**src/design/lcd_escape_command_parser_defines.svh**
```systemverilog
// Assertion macros for the escape command parser.
`ifndef LCD_ESCAPE_COMMAND_PARSER_DEFINES_SVH
`define LCD_ESCAPE_COMMAND_PARSER_DEFINES_SVH

// The consequent must hold in the same cycle as the antecedent.
`define LCD_ESC_ASSERT_NOW(lbl, ante, cons, msg) \
   lbl: assert property (@(posedge clock) disable iff (reset) (ante) |-> (cons)) \
      else $error(msg);

// The consequent must hold in the cycle after the antecedent.
`define LCD_ESC_ASSERT_NEXT(lbl, ante, cons, msg) \
   lbl: assert property (@(posedge clock) disable iff (reset) (ante) |=> (cons)) \
      else $error(msg);

`endif

```
**src/design/lcd_esc_pkg.sv**
```systemverilog
// Shared types and constants of the escape command parser.
`timescale 1ns / 1ps

package lcd_esc_pkg;

   localparam logic [7:0] ESC_BYTE = 8'h1B;
   localparam logic [7:0] LETTER_CLEAR = 8'h63;
   localparam logic [7:0] LETTER_HOME = 8'h68;
   localparam logic [7:0] LETTER_CURSOR = 8'h70;
   localparam logic [7:0] LETTER_LEDS = 8'h6C;
   localparam logic [7:0] LETTER_GLYPH = 8'h75;

   localparam logic [2:0] KIND_CHAR = 3'd0;
   localparam logic [2:0] KIND_CLEAR = 3'd1;
   localparam logic [2:0] KIND_HOME = 3'd2;
   localparam logic [2:0] KIND_CURSOR = 3'd3;
   localparam logic [2:0] KIND_LEDS = 3'd4;
   localparam logic [2:0] KIND_GLYPH = 3'd5;

   localparam int ARG_DEPTH = 9;
   localparam int ARG_AW = 4;

   localparam logic [3:0] ARGS_CURSOR = 4'd4;
   localparam logic [3:0] ARGS_LEDS = 4'd2;
   localparam logic [3:0] ARGS_GLYPH = 4'd9;

   typedef struct packed {
      logic              en;
      logic [ARG_AW-1:0] addr;
      logic [7:0]        data;
   } arg_wr_type;

endpackage

```
**src/design/lcd_escape_command_parser.sv**
```systemverilog
// Top level of the escape command parser: byte intake, sequencer and result register.
// A plain byte, clear or home gives its single result in the cycle after the request.
// Cursor and LED commands decode their hex digits one per cycle (four or two digits)
// through the shared hex decoder; a glyph command decodes its single index digit and
// then emits ten results, one per cycle while the result side does not stall.
// The next request is taken in the cycle after the last result is accepted; synchronous reset clears to idle.
`timescale 1ns / 1ps
`include "lcd_escape_command_parser_defines.svh"

module lcd_escape_command_parser (
   input  logic       clock,
   input  logic       reset,
   input  logic       req_valid,
   output logic       req_stall,
   input  logic [7:0] req_rx_byte,
   output logic       rsp_valid,
   input  logic       rsp_stall,
   output logic [2:0] rsp_cmd_kind,
   output logic [7:0] rsp_value,
   output logic [3:0] rsp_pos_x,
   output logic [3:0] rsp_pos_y,
   output logic [3:0] rsp_cursor_on,
   output logic [3:0] rsp_blink_on,
   output logic       rsp_last
);
   import lcd_esc_pkg::*;

   typedef enum logic [1:0] {ST_READY, ST_DECODE, ST_OUT} state_type;
   typedef enum logic [1:0] {PH_IDLE, PH_ESC, PH_COLLECT} phase_type;

   state_type         state_ff, state_in;
   phase_type         phase_ff, phase_in;
   logic [3:0]        remaining_ff, remaining_in;
   logic [7:0]        letter_ff, letter_in;
   logic [ARG_AW-1:0] idx_ff, idx_in;
   logic [2:0]        cnt_ff, cnt_in;
   logic [11:0]       acc_ff, acc_in;
   logic              rows_done_ff, rows_done_in;
   logic              rsp_valid_ff, rsp_valid_in;
   logic [2:0]        kind_ff, kind_in;
   logic [7:0]        value_ff, value_in;
   logic [15:0]       cur_ff, cur_in;
   logic              last_ff, last_in;

   arg_wr_type        arg_wr;
   logic [7:0]        rd_data;
   logic [3:0]        nib;
   logic [3:0]        rem_dec;

   lcd_esc_argbuf u_argbuf (
      .clock   (clock),
      .wr      (arg_wr),
      .rd_addr (idx_ff),
      .rd_data (rd_data)
   );

   lcd_esc_hexdec u_hexdec (
      .ch  (rd_data),
      .nib (nib)
   );

   assign req_stall = (state_ff != ST_READY);
   assign rem_dec = remaining_ff - 4'd1;

   always_comb begin
      state_in = state_ff;
      phase_in = phase_ff;
      remaining_in = remaining_ff;
      letter_in = letter_ff;
      idx_in = idx_ff;
      cnt_in = cnt_ff;
      acc_in = acc_ff;
      rows_done_in = rows_done_ff;
      rsp_valid_in = rsp_valid_ff;
      kind_in = kind_ff;
      value_in = value_ff;
      cur_in = cur_ff;
      last_in = last_ff;
      arg_wr = '0;

      unique case (state_ff)
         ST_READY: begin
            if (req_valid) begin
               kind_in = KIND_CHAR;
               value_in = 8'd0;
               cur_in = 16'd0;
               last_in = 1'b1;
               unique case (phase_ff)
                  PH_ESC: begin
                     letter_in = req_rx_byte;
                     unique case (req_rx_byte)
                        LETTER_CLEAR: begin
                           kind_in = KIND_CLEAR;
                           rsp_valid_in = 1'b1;
                           state_in = ST_OUT;
                           phase_in = PH_IDLE;
                        end
                        LETTER_HOME: begin
                           kind_in = KIND_HOME;
                           rsp_valid_in = 1'b1;
                           state_in = ST_OUT;
                           phase_in = PH_IDLE;
                        end
                        LETTER_CURSOR: begin
                           remaining_in = ARGS_CURSOR;
                           phase_in = PH_COLLECT;
                        end
                        LETTER_LEDS: begin
                           remaining_in = ARGS_LEDS;
                           phase_in = PH_COLLECT;
                        end
                        LETTER_GLYPH: begin
                           remaining_in = ARGS_GLYPH;
                           phase_in = PH_COLLECT;
                        end
                        default: begin
                           phase_in = PH_ESC;
                        end
                     endcase
                  end
                  PH_COLLECT: begin
                     if (remaining_ff != 4'd0) begin
                        remaining_in = rem_dec;
                        arg_wr.en = 1'b1;
                        arg_wr.addr = rem_dec[ARG_AW-1:0];
                        arg_wr.data = req_rx_byte;
                     end
                     if ((remaining_ff == 4'd0) || (rem_dec == 4'd0)) begin
                        phase_in = PH_IDLE;
                        unique case (letter_ff)
                           LETTER_CURSOR: begin
                              idx_in = ARG_AW'(3);
                              cnt_in = 3'd4;
                              state_in = ST_DECODE;
                           end
                           LETTER_LEDS: begin
                              idx_in = ARG_AW'(1);
                              cnt_in = 3'd2;
                              state_in = ST_DECODE;
                           end
                           LETTER_GLYPH: begin
                              idx_in = ARG_AW'(8);
                              cnt_in = 3'd1;
                              state_in = ST_DECODE;
                           end
                           default: begin
                              state_in = ST_READY;
                           end
                        endcase
                     end
                  end
                  default: begin
                     if (req_rx_byte == ESC_BYTE) begin
                        phase_in = PH_ESC;
                     end else begin
                        phase_in = PH_IDLE;
                        kind_in = KIND_CHAR;
                        value_in = req_rx_byte;
                        rsp_valid_in = 1'b1;
                        state_in = ST_OUT;
                     end
                  end
               endcase
            end
         end
         ST_DECODE: begin
            acc_in = {acc_ff[7:0], nib};
            idx_in = idx_ff - ARG_AW'(1);
            cnt_in = cnt_ff - 3'd1;
            if (cnt_ff == 3'd1) begin
               state_in = ST_OUT;
               rsp_valid_in = 1'b1;
               cur_in = 16'd0;
               value_in = 8'd0;
               last_in = 1'b1;
               rows_done_in = 1'b0;
               unique case (letter_ff)
                  LETTER_CURSOR: begin
                     kind_in = KIND_CURSOR;
                     cur_in = {acc_ff, nib};
                  end
                  LETTER_LEDS: begin
                     kind_in = KIND_LEDS;
                     value_in = {acc_ff[3:0], nib};
                  end
                  default: begin
                     kind_in = KIND_GLYPH;
                     value_in = {1'b0, nib, 3'b000};
                     last_in = 1'b0;
                  end
               endcase
            end
         end
         default: begin
            if (!rsp_stall) begin
               cur_in = 16'd0;
               value_in = 8'd0;
               if (last_ff) begin
                  rsp_valid_in = 1'b0;
                  state_in = ST_READY;
               end else if (rows_done_ff) begin
                  kind_in = KIND_CURSOR;
                  last_in = 1'b1;
               end else begin
                  kind_in = KIND_CHAR;
                  value_in = rd_data;
                  last_in = 1'b0;
                  rows_done_in = (idx_ff == ARG_AW'(0));
                  idx_in = idx_ff - ARG_AW'(1);
               end
            end
         end
      endcase
   end

   always_ff @(posedge clock) begin
      if (reset) begin
         state_ff <= ST_READY;
         phase_ff <= PH_IDLE;
         remaining_ff <= 4'd0;
         letter_ff <= 8'd0;
         rsp_valid_ff <= 1'b0;
      end else begin
         state_ff <= state_in;
         phase_ff <= phase_in;
         remaining_ff <= remaining_in;
         letter_ff <= letter_in;
         rsp_valid_ff <= rsp_valid_in;
      end
      idx_ff <= idx_in;
      cnt_ff <= cnt_in;
      acc_ff <= acc_in;
      rows_done_ff <= rows_done_in;
      kind_ff <= kind_in;
      value_ff <= value_in;
      cur_ff <= cur_in;
      last_ff <= last_in;
   end

   assign rsp_valid = rsp_valid_ff;
   assign rsp_cmd_kind = kind_ff;
   assign rsp_value = value_ff;
   assign rsp_pos_x = cur_ff[15:12];
   assign rsp_pos_y = cur_ff[11:8];
   assign rsp_cursor_on = cur_ff[7:4];
   assign rsp_blink_on = cur_ff[3:0];
   assign rsp_last = last_ff;

   `LCD_ESC_ASSERT_NOW(a_no_req_while_rsp, !req_stall, !rsp_valid, "open while result pending")
   `LCD_ESC_ASSERT_NEXT(a_ready_next, rsp_valid && rsp_last && !rsp_stall, !req_stall, "not ready")
   `LCD_ESC_ASSERT_NOW(a_decode_quiet, state_ff == ST_DECODE, !rsp_valid, "valid in decode")
endmodule

```
**src/design/lcd_esc_hexdec.sv**
```systemverilog
// Hex digit decoder shared by all argument decoding steps.
`timescale 1ns / 1ps

module lcd_esc_hexdec (
   input  logic [7:0] ch,
   output logic [3:0] nib
);
   always_comb begin
      nib = 4'd0;
      unique if (ch >= 8'h30 && ch <= 8'h39) begin
         nib = 4'(ch - 8'h30);
      end else if (ch >= 8'h41 && ch <= 8'h46) begin
         nib = 4'(ch - 8'h37);
      end else if (ch >= 8'h61 && ch <= 8'h66) begin
         nib = 4'(ch - 8'h57);
      end else begin
         nib = 4'd0;
      end
   end
endmodule

```
**src/design/lcd_esc_argbuf.sv**
```systemverilog
// Argument byte store with one write port and one read port.
`timescale 1ns / 1ps

module lcd_esc_argbuf (
   input  logic                           clock,
   input  lcd_esc_pkg::arg_wr_type        wr,
   input  logic [lcd_esc_pkg::ARG_AW-1:0] rd_addr,
   output logic [7:0]                     rd_data
);
   import lcd_esc_pkg::*;

   logic [7:0] arg_ff [ARG_DEPTH];

   always_ff @(posedge clock) begin
      if (wr.en && (32'(wr.addr) < ARG_DEPTH)) begin
         arg_ff[wr.addr] <= wr.data;
      end
   end

   always_comb begin
      rd_data = 8'd0;
      if (32'(rd_addr) < ARG_DEPTH) begin
         rd_data = arg_ff[rd_addr];
      end
   end
endmodule
```
**config.mk**
```make
export PLATFORM = sky130hd
export DESIGN_NAME = lcd_escape_command_parser
export DESIGN_NICKNAME = d
export VERILOG_FILES = /design/src/design/lcd_esc_pkg.sv /design/src/design/lcd_escape_command_parser.sv /design/src/design/lcd_esc_hexdec.sv /design/src/design/lcd_esc_argbuf.sv
export VERILOG_INCLUDE_DIRS = /design/src /design/src/design
export SDC_FILE = /design/constraint.sdc
export NUM_CORES = 1
export LEC_CHECK = 0
export BUFFER_PORTS_ARGS = -buffer_cell sky130_fd_sc_hd__buf_2
export CORE_ASPECT_RATIO = 0.9
export CORE_UTILIZATION = 55
export CTS_CLUSTER_DIAMETER = 30
export DETAILED_ROUTE_END_ITERATION = 10
export GPL_TIMING_DRIVEN = 1
export PLACE_DENSITY = 0.76
export SLEW_MARGIN = 20
export SYNTH_ARGS = -nofsm -noshare
export SYNTH_HDL_FRONTEND = slang
export SYNTH_SLANG_ARGS = --single-unit
```
**constraint.sdc**
```tcl
create_clock -name clock -period 4.1 [get_ports clock]
set_clock_uncertainty 0.1 [all_clocks]
set_input_delay 0.205 -clock clock [delete_from_list [all_inputs] [get_ports clock]]
set_output_delay 0.205 -clock clock [all_outputs]
set_load 0.005 [all_outputs]
```
==> reports/qor.tcl, run 1 <==
set qor(die_x_um) 117
set qor(timing.slew.headroom) 0.367
set qor(placement_rows) 37
set qor(run_status) {finished clean}
set qor(worst_ep_arrival_time_ns) 3.43
set qor(cts_made_buffers) 17
set qor(leakage_nw) 2.90
set qor(design.final.nets) 591
set qor(met2RoutedLength_um) 6560
set qor(fmax_mhz) 296
set qor(pwr_density_cell_nw_per_um2) 448
set qor(area_growth_pct) 14.3
set qor(drt-vias-per-instance) 5.87
set qor(worstSkewPairLatency_ns) 0.42
set qor(slowest_delay_ns) 0.60
set qor(layout-drive-gt1-share) 0.188
set qor(maxSlewViolCount) 0
set qor(post_synth_instance_area_um2) 6500
set qor(synth_top_family_by_area) {simple AND/OR/NAND/NOR gates}
set qor(pin_count_of_the_biggest_net_entering_global_routing) 32
set qor(reg2reg_slack_ns) 0.73
set qor(timing.setup.critical_path_class) {flip-flop to flip-flop}
set qor(crit_slowest_cell) {dfxtp_1}
set qor(io_pins) 42
set qor(cts-root-to-sink-buffers) 2
set qor(grt_remaining_overflow) 0
set qor(synth_area_per_cell_um2) 12.5
set qor(port_buffers) 41
set qor(wl_met3_um) 944
set qor(fin_total_pwr_mw) 3.33
set qor(syn_nets) 543
set qor(setup_tns_ns) 0
set qor(synth_enable_flop_cells) 120
set qor(post_synth_xor_area_fraction) 0.00808
set qor(yosys_most_used_dff) {edfxtp_1}
set qor(drt_iter0_drc) 300
set qor(grt_pass1_vias) 4118
set qor(vdd_drop_max_mv) 0.351
set qor(ant_nets) 0
set qor(die_h_um) 105
set qor(final.period_utilization) 0.823
set qor(cts_max_level) 4
set qor(floorplan.die_area_um2) 12300
set qor(dr_wl_cell_um) 18.7
set qor(synth_seq_cells) 141
set qor(floorplan.initialDensity) 0.566
set qor(crit_family) {compound AO/OA/AOI/OAI gates}
set qor(cp-end-kind) {flip-flop}
set qor(via_count) 4334
set qor(worst_slew_pin_tran_ns) 0.948
set qor(clock_sinks) 141
set qor(final-seq-area_um2) 4020
set qor(clockRootBuffer) {clkbuf_16}
set qor(yosysWarnings) 0
set qor(synth_cells) 521
set qor(critical_path.max_fanout) 8
set qor(synth.mux.area_fraction) 0.0764
set qor(number_of_antenna_violations_at_the_first_check_in_global_routing) 1
set qor(routed_metal_1_wirelength_um) 6080
set qor(multi_input_combinational_cell_area_um2) 2240
set qor(critPathRequiredTime_ns) 4.15
set qor(hold_violations) 0
set qor(grt.total_usage) 0.242
set qor(detail_route.drc_violations) 0
set qor(cts_repair_resize_count) 0
set qor(topRoutingLayerUsed) {met4}
set qor(core_area_um2) 11500
set qor(crit_chain) {mux4_2 -> a211oi_4 -> inv_1 -> ha_1 -> o221ai_1 -> o31ai_2 -> and2_4 -> a22oi_2 -> o221ai_2}
set qor(synth_fa_ha_area_frac) 0.0192
set qor(synthSimpleGateAreaFrac) 0.134
set qor(final_weighted_congestion_in_routability_driven_placement) 0.861
set qor(cts_tree) {done}
set qor(clock_transition_at_the_register_clock_pins_on_the_worst_setup_and_hold_paths_after_cts_ns) 0.06
set qor(cp-start-kind) {flip-flop}
set qor(setup_violations_final) 0
set qor(drt_wl_total_um) 13800
set qor(ys_async_sr_fraction) 0
set qor(post_layout_min_period_ns) 3.37
set qor(grt_first_pass_wirelength_um) 21500
set qor(setup_repair_after_global_routing_missed_its_margin) {false}
set qor(synth_area_in_compound_gates) 0.106
set qor(drt_pass1_iterations) 5
set qor(synth_cell_types) 69
set qor(synth_sequential_area_ratio) 0.619
set qor(fill_cells) 886
set qor(drv_cap) 0
set qor(worst-path-buf-inv) 1
set qor(place_hpwl_um) 9360
set qor(worst_hold_path_type) {input pin to flip-flop}
cell usage after synthesis (10+ instances only):
| cell type | instances | area [µm²] |
|---|---|---|
| edfxtp_1 | 120 | 3600 |
| nor2_1 | 43 | 161 |
| nand2_1 | 40 | 150 |
| a21oi_1 | 30 | 150 |
| inv_1 | 29 | 109 |
| dfxtp_1 | 21 | 420 |
| clkbuf_1 | 19 | 71.3 |
| o21ai_0 | 16 | 80.1 |
| and3_1 | 14 | 87.6 |
| mux2i_1 | 14 | 140 |
| nor3_1 | 12 | 60.1 |
| and2_1 | 11 | 68.8 |
| mux2_1 | 11 | 124 |
| a22oi_1 | 10 | 75.1 |
| ha_1 | 10 | 125 |
| mux2_2 | 10 | 113 |
flip-flops by register name, summed over array words and instances, names as in the netlist, named ones only:
signal           cells
cnt_ff               3
rsp_last             1
phase_ff             2
rows_done_ff         1
u_argbuf.arg_ff     72
rsp_cmd_kind         3
rsp_value            8
state_ff             2
rsp_valid            1
cur_ff              16
idx_ff               4
letter_ff            8
acc_ff              12
remaining_ff         4
what timing repair did:
action | in CTS | in global routing
buffers inserted | 0 | 0
hold buffers | 3 | 0
endpoints found under the hold margin | 3 | 0
routing by layer:
layer,GRT usage,vias to the layer above
li1,-,2039
met1,0.343,2108
met2,0.361,169
met3,0.0644,18
met4,0.0841,0
met5,0,-
where the power goes:
| part | total [mW] | switching [mW] | internal (mW) |
|---|---|---|---|
| logic | 0.266 | 0.163 | 0.103 |
| registers | 1.67 | 0.0324 | 1.64 |
| clock network | 1.39 | 0.565 | 0.825 |
| total | 3.33 | 0.761 | 2.57 |
cells in the final DEF (no fill, tap or decap), types with 4 or more instances in the layout:
cell	netlist	final
inv_1	29	29
a21oi_1	30	30
and2_1	11	11
mux4_2	4	4
mux2i_1	14	14
buf_4	0	12
nand3b_1	7	7
nor2_1	43	43
nor3_1	12	12
o21ai_0	16	16
a22oi_1	10	10
buf_2	3	41
nand3_1	9	9
dfxtp_1	21	21
o221ai_1	4	4
mux2_1	11	11
mux2_2	10	10
nand2_1	40	40
ha_1	10	10
and3_1	14	14
clkbuf_16	0	17
nand2b_1	4	4
nand4_1	4	4
edfxtp_1	120	120
cell families after synthesis:
kind of cell    count (synthesis)
compound gates                 98
xor+xnor                        6
fa+ha+maj                      10
buf+inv                        57
flops                         141
mux                            41
simple gates                  168
tightest hold or removal path, cell delays in order:
cell and delay [ns]:
buf_2 0.12, nor2_1 0.07, nor3_1 0.11
stage by stage:
stage                      util  area, µm²  std cells  setup WS [ns]  hold slack (ns)
final                     0.647       7430        738          0.727           0.0363
after global routing      0.647       7430        738          0.519           0.0520
after CTS                 0.647       7430        737          0.721           0.0122
after detailed placement  0.598       6870        703          0.734            0.325
after global placement    0.598       6870        703          0.791            0.323
after floorplan               -       6500        521           1.02            0.241
path summary, 6_finish.rpt:
check	from	cells past startpoint	to
worst min-delay path	rsp_stall	3	rsp_valid
worst max-delay path	flip-flop	9	rsp_value[4]
worst min register to register	acc_ff[6]	0	acc_ff[10]
worst max register to register	flip-flop	9	rsp_value[4]
area by class of cell:
type	instances	share of cell area
tap	156	0.0263
clock inverter	11	0.0130
antenna	1	0.000337
clock buffer	20	0.0588
timing repair buffer	56	0.0438
sequential	141	0.541
multi-input combinational	323	0.301
inverter	30	0.0152
Note: power is estimated with default switching activity, not from simulation.
==> run 2, diff against run 1 <==
--- a/config.mk
+++ b/config.mk
@@ -6,13 +6,14 @@
 export SDC_FILE = /design/constraint.sdc
 export NUM_CORES = 1
 export LEC_CHECK = 0
+export ABC_AREA = 1
 export BUFFER_PORTS_ARGS = -buffer_cell sky130_fd_sc_hd__buf_2
 export CORE_ASPECT_RATIO = 0.9
 export CORE_UTILIZATION = 55
 export CTS_CLUSTER_DIAMETER = 30
 export DETAILED_ROUTE_END_ITERATION = 10
 export GPL_TIMING_DRIVEN = 1
-export PLACE_DENSITY = 0.76
+export PLACE_DENSITY = 0.79
 export SLEW_MARGIN = 20
 export SYNTH_ARGS = -nofsm -noshare
 export SYNTH_HDL_FRONTEND = slang
==> constraint.sdc (replaced) <==
create_clock -name clock -period 2.98 [get_ports clock]
set_clock_uncertainty 0.1 [all_clocks]
set_input_delay 0.149 -clock clock [delete_from_list [all_inputs] [get_ports clock]]
set_output_delay 0.149 -clock clock [all_outputs]
set_load 0.005 [all_outputs]
==> reports/qor.tcl, run 2 <==
set qor(setup_violations_final) 0
set qor(netlist_top_cells_count) {120 x edfxtp_1, 118 x nand2_1, 85 x nor2_1}
set qor(final_weighted_congestion_in_routability_driven_placement) 0.887
set qor(post-cts-setup-buffers) 0
set qor(fmax_mhz) 367
set qor(detail_route.drc_violations) 0
set qor(core_area_um2) 11600
set qor(die_h_um) 106
set qor(grt_remaining_overflow) 0
set qor(dr_wl_cell_um) 17.0
set qor(clock_transition_at_the_register_clock_pins_on_the_worst_setup_and_hold_paths_after_cts_ns) 0.06
set qor(r2r-start) {idx_ff[0]}
set qor(vdd_drop_max_mv) 0.703
set qor(pwr_density_cell_nw_per_um2) 982
set qor(synth_enable_flop_cells) 120
set qor(critical_path.max_fanout) 8
set qor(synth_seq_cells) 141
set qor(placement_rows) 37
set qor(largest_register_ffs) 72
set qor(synth_area_per_cell_um2) 10.1
set qor(cts_made_buffers) 17
set qor(synth_cell_types) 52
set qor(timing.slew.headroom) 0.361
set qor(synth.mux.area_fraction) 0.00152
set qor(worstSkewPairLatency_ns) 0.41
set qor(setup_tns_ns) 0
set qor(worst_hold_path_type) {input pin to flip-flop}
set qor(worst_slew_pin_tran_ns) 0.958
set qor(post_synth_instance_area_um2) 6590
set qor(synth_fa_ha_area_frac) 0.0190
set qor(cp-start-kind) {flip-flop}
set qor(worst_ep_arrival_time_ns) 2.78
set qor(postPlaceCellArea_um2) 6970
set qor(yosysWarnings) 0
set qor(cts_tree) {done}
set qor(io_pins) 42
set qor(most_repeated_cell_in_the_gate_level_netlist_after_synthesis) {edfxtp_1}
set qor(clock_sinks) 141
set qor(drt_pass1_iterations) 8
set qor(largest_register_by_flop_count) {u_argbuf.arg_ff}
set qor(die_x_um) 117
set qor(hold_violations) 0
set qor(layout_commonest_cell) {edfxtp_1}
set qor(yosysTopAreaCell) {edfxtp_1}
set qor(synthSimpleGateAreaFrac) 0.226
set qor(yosys_most_used_dff) {edfxtp_1}
set qor(netlist.area_leader.share) 0.547
set qor(synth_area_in_compound_gates) 0.0646
set qor(floorplan.die_area_um2) 12400
set qor(grt_first_pass_wirelength_um) 24200
set qor(largestRegisters) {u_argbuf.arg_ff x72, cur_ff x16, acc_ff x12}
set qor(post_synth_xor_area_fraction) 0.00646
set qor(final_cell_mix) {120 x edfxtp_1, 118 x nand2_1, 85 x nor2_1}
set qor(antenna_cells_inserted) 0
set qor(stdcell_area_um2) 7610
set qor(drt-vias-per-instance) 5.66
set qor(synth_top_family_by_area) {simple AND/OR/NAND/NOR gates}
set qor(place_hpwl_um) 9910
set qor(synth_cells) 650
set qor(cts_max_level) 4
set qor(synth_area_leaders) {edfxtp_1 55%, nand2_1 6.7%, dfxtp_1 6.4%, nand3_1 5.9%, nor2_1 4.8%}
set qor(hold_path.startpoint) {reset}
set qor(critPathLaunch) {idx_ff[0]}
set qor(drv_cap) 0
set qor(run_status) {finished clean}
set qor(grt_pass1_vias) 4980
set qor(post_layout_min_period_ns) 2.72
set qor(floorplan.initialDensity) 0.569
set qor(ant_nets) 0
set qor(maxSlewViolCount) 0
set qor(synth_sequential_area_ratio) 0.611
set qor(drt_wl_total_um) 15000
set qor(syn_nets) 672
set qor(drt_iter0_drc) 563
set qor(clockRootBuffer) {clkbuf_16}
set qor(leakage_nw) 3.14
set qor(final.period_utilization) 0.914
set qor(cts-root-to-sink-buffers) 2
set qor(critPathRequiredTime_ns) 3.04
set qor(via_count) 5004
set qor(timing.setup.critical_path_class) {flip-flop to flip-flop}
set qor(setup_repair_after_global_routing_missed_its_margin) {false}
set qor(pin_count_of_the_biggest_net_entering_global_routing) 33
set qor(number_of_antenna_violations_at_the_first_check_in_global_routing) 0
set qor(port_buffers) 41
set qor(design.final.nets) 738
set qor(layout-drive-gt1-share) 0.168
set qor(fill_cells) 882
set qor(cp-end-kind) {flip-flop}
set qor(area_growth_pct) 15.5
set qor(ys_async_sr_fraction) 0
set qor(grt.total_usage) 0.257
==> run 2: cell families after synthesis <==
family,Yosys count
buffers and inverters,104
flip-flops,141
XOR/XNOR,4
AND/OR/NAND/NOR,327
AO/OA/AOI/OAI,63
multiplexers,1
adder cells (fa/ha/maj),10
==> run 2: worst max-delay path, cell delays in order, from the launching register on <==
cell and delay (ns):
edfxtp_1 0.32, inv_1 0.07, ha_1 0.26, a21oi_2 0.40, a21oi_2 0.06, buf_4 0.16
ha_1 0.18, or2_2 0.29, nand2_1 0.07, nand2_1 0.08, nand3_4 0.13, nand2_1 0.07
nand2_1 0.08, inv_2 0.05, nand3_1 0.06, nand3_1 0.08
==> run 2: area by class of cell <==
class,count,area [µm²],area share
sequential,141,4030,0.529
multi-input combinational,405,2090,0.275
clock buffer,20,437,0.0574
timing repair buffer,65,405,0.0532
inverter,86,335,0.0440
tap,156,195,0.0256
clock inverter,11,125,0.0164
==> run 2: worst paths after layout <==
check            endpoint  slack (ns)  depth (start not counted)
max          rsp_value[0]        0.26                         15
min          letter_ff[7]        0.05                          2
max reg2reg  rsp_value[0]        0.26                         15
min reg2reg     acc_ff[6]        0.35                          0
==> run 2: where the power goes <==
group / leakage [nW] / internal [mW] / switching (mW)
clock: 0.277 / 1.29 / 0.741
sequential: 1.35 / 2.61 / 0.187
combinational: 1.51 / 0.869 / 1.77
==> run 2: metal layers <==
layer	track usage	part of all wire	up-vias
li1	-	-	2351
met1	0.314	0.40	2377
met2	0.429	0.50	245
met3	0.0639	0.074	31
met4	0.122	0.024	0
met5	0	0	-
==> run 2: metrics by stage <==
| step | utilization | power, mW | setup slack, ns | std cells | hold WS [ns] |
|---|---|---|---|---|---|
| 2_1_floorplan | - | 4.74 | 0.429 | 650 | 0.213 |
| 3_3_place_gp | 0.602 | 5.28 | 0.307 | 845 | 0.330 |
| 3_5_place_dp | 0.602 | 5.39 | 0.188 | 845 | 0.334 |
| 4_1_cts | 0.658 | 7.46 | 0.159 | 884 | 0.00900 |
| 5_1_grt | 0.658 | 7.89 | 0.0388 | 884 | 0.0742 |
| 6_report | 0.658 | 7.48 | 0.256 | 884 | 0.0495 |
==> run 2: timing repair <==
| item | 4_1_cts | 5_1_grt |
|---|---|---|
| endpoints found under the setup margin | 0 | 9 |
| resized for setup | 0 | 1 |
| hold buffers | 8 | 0 |
| hold endpoints to repair | 8 | 0 |
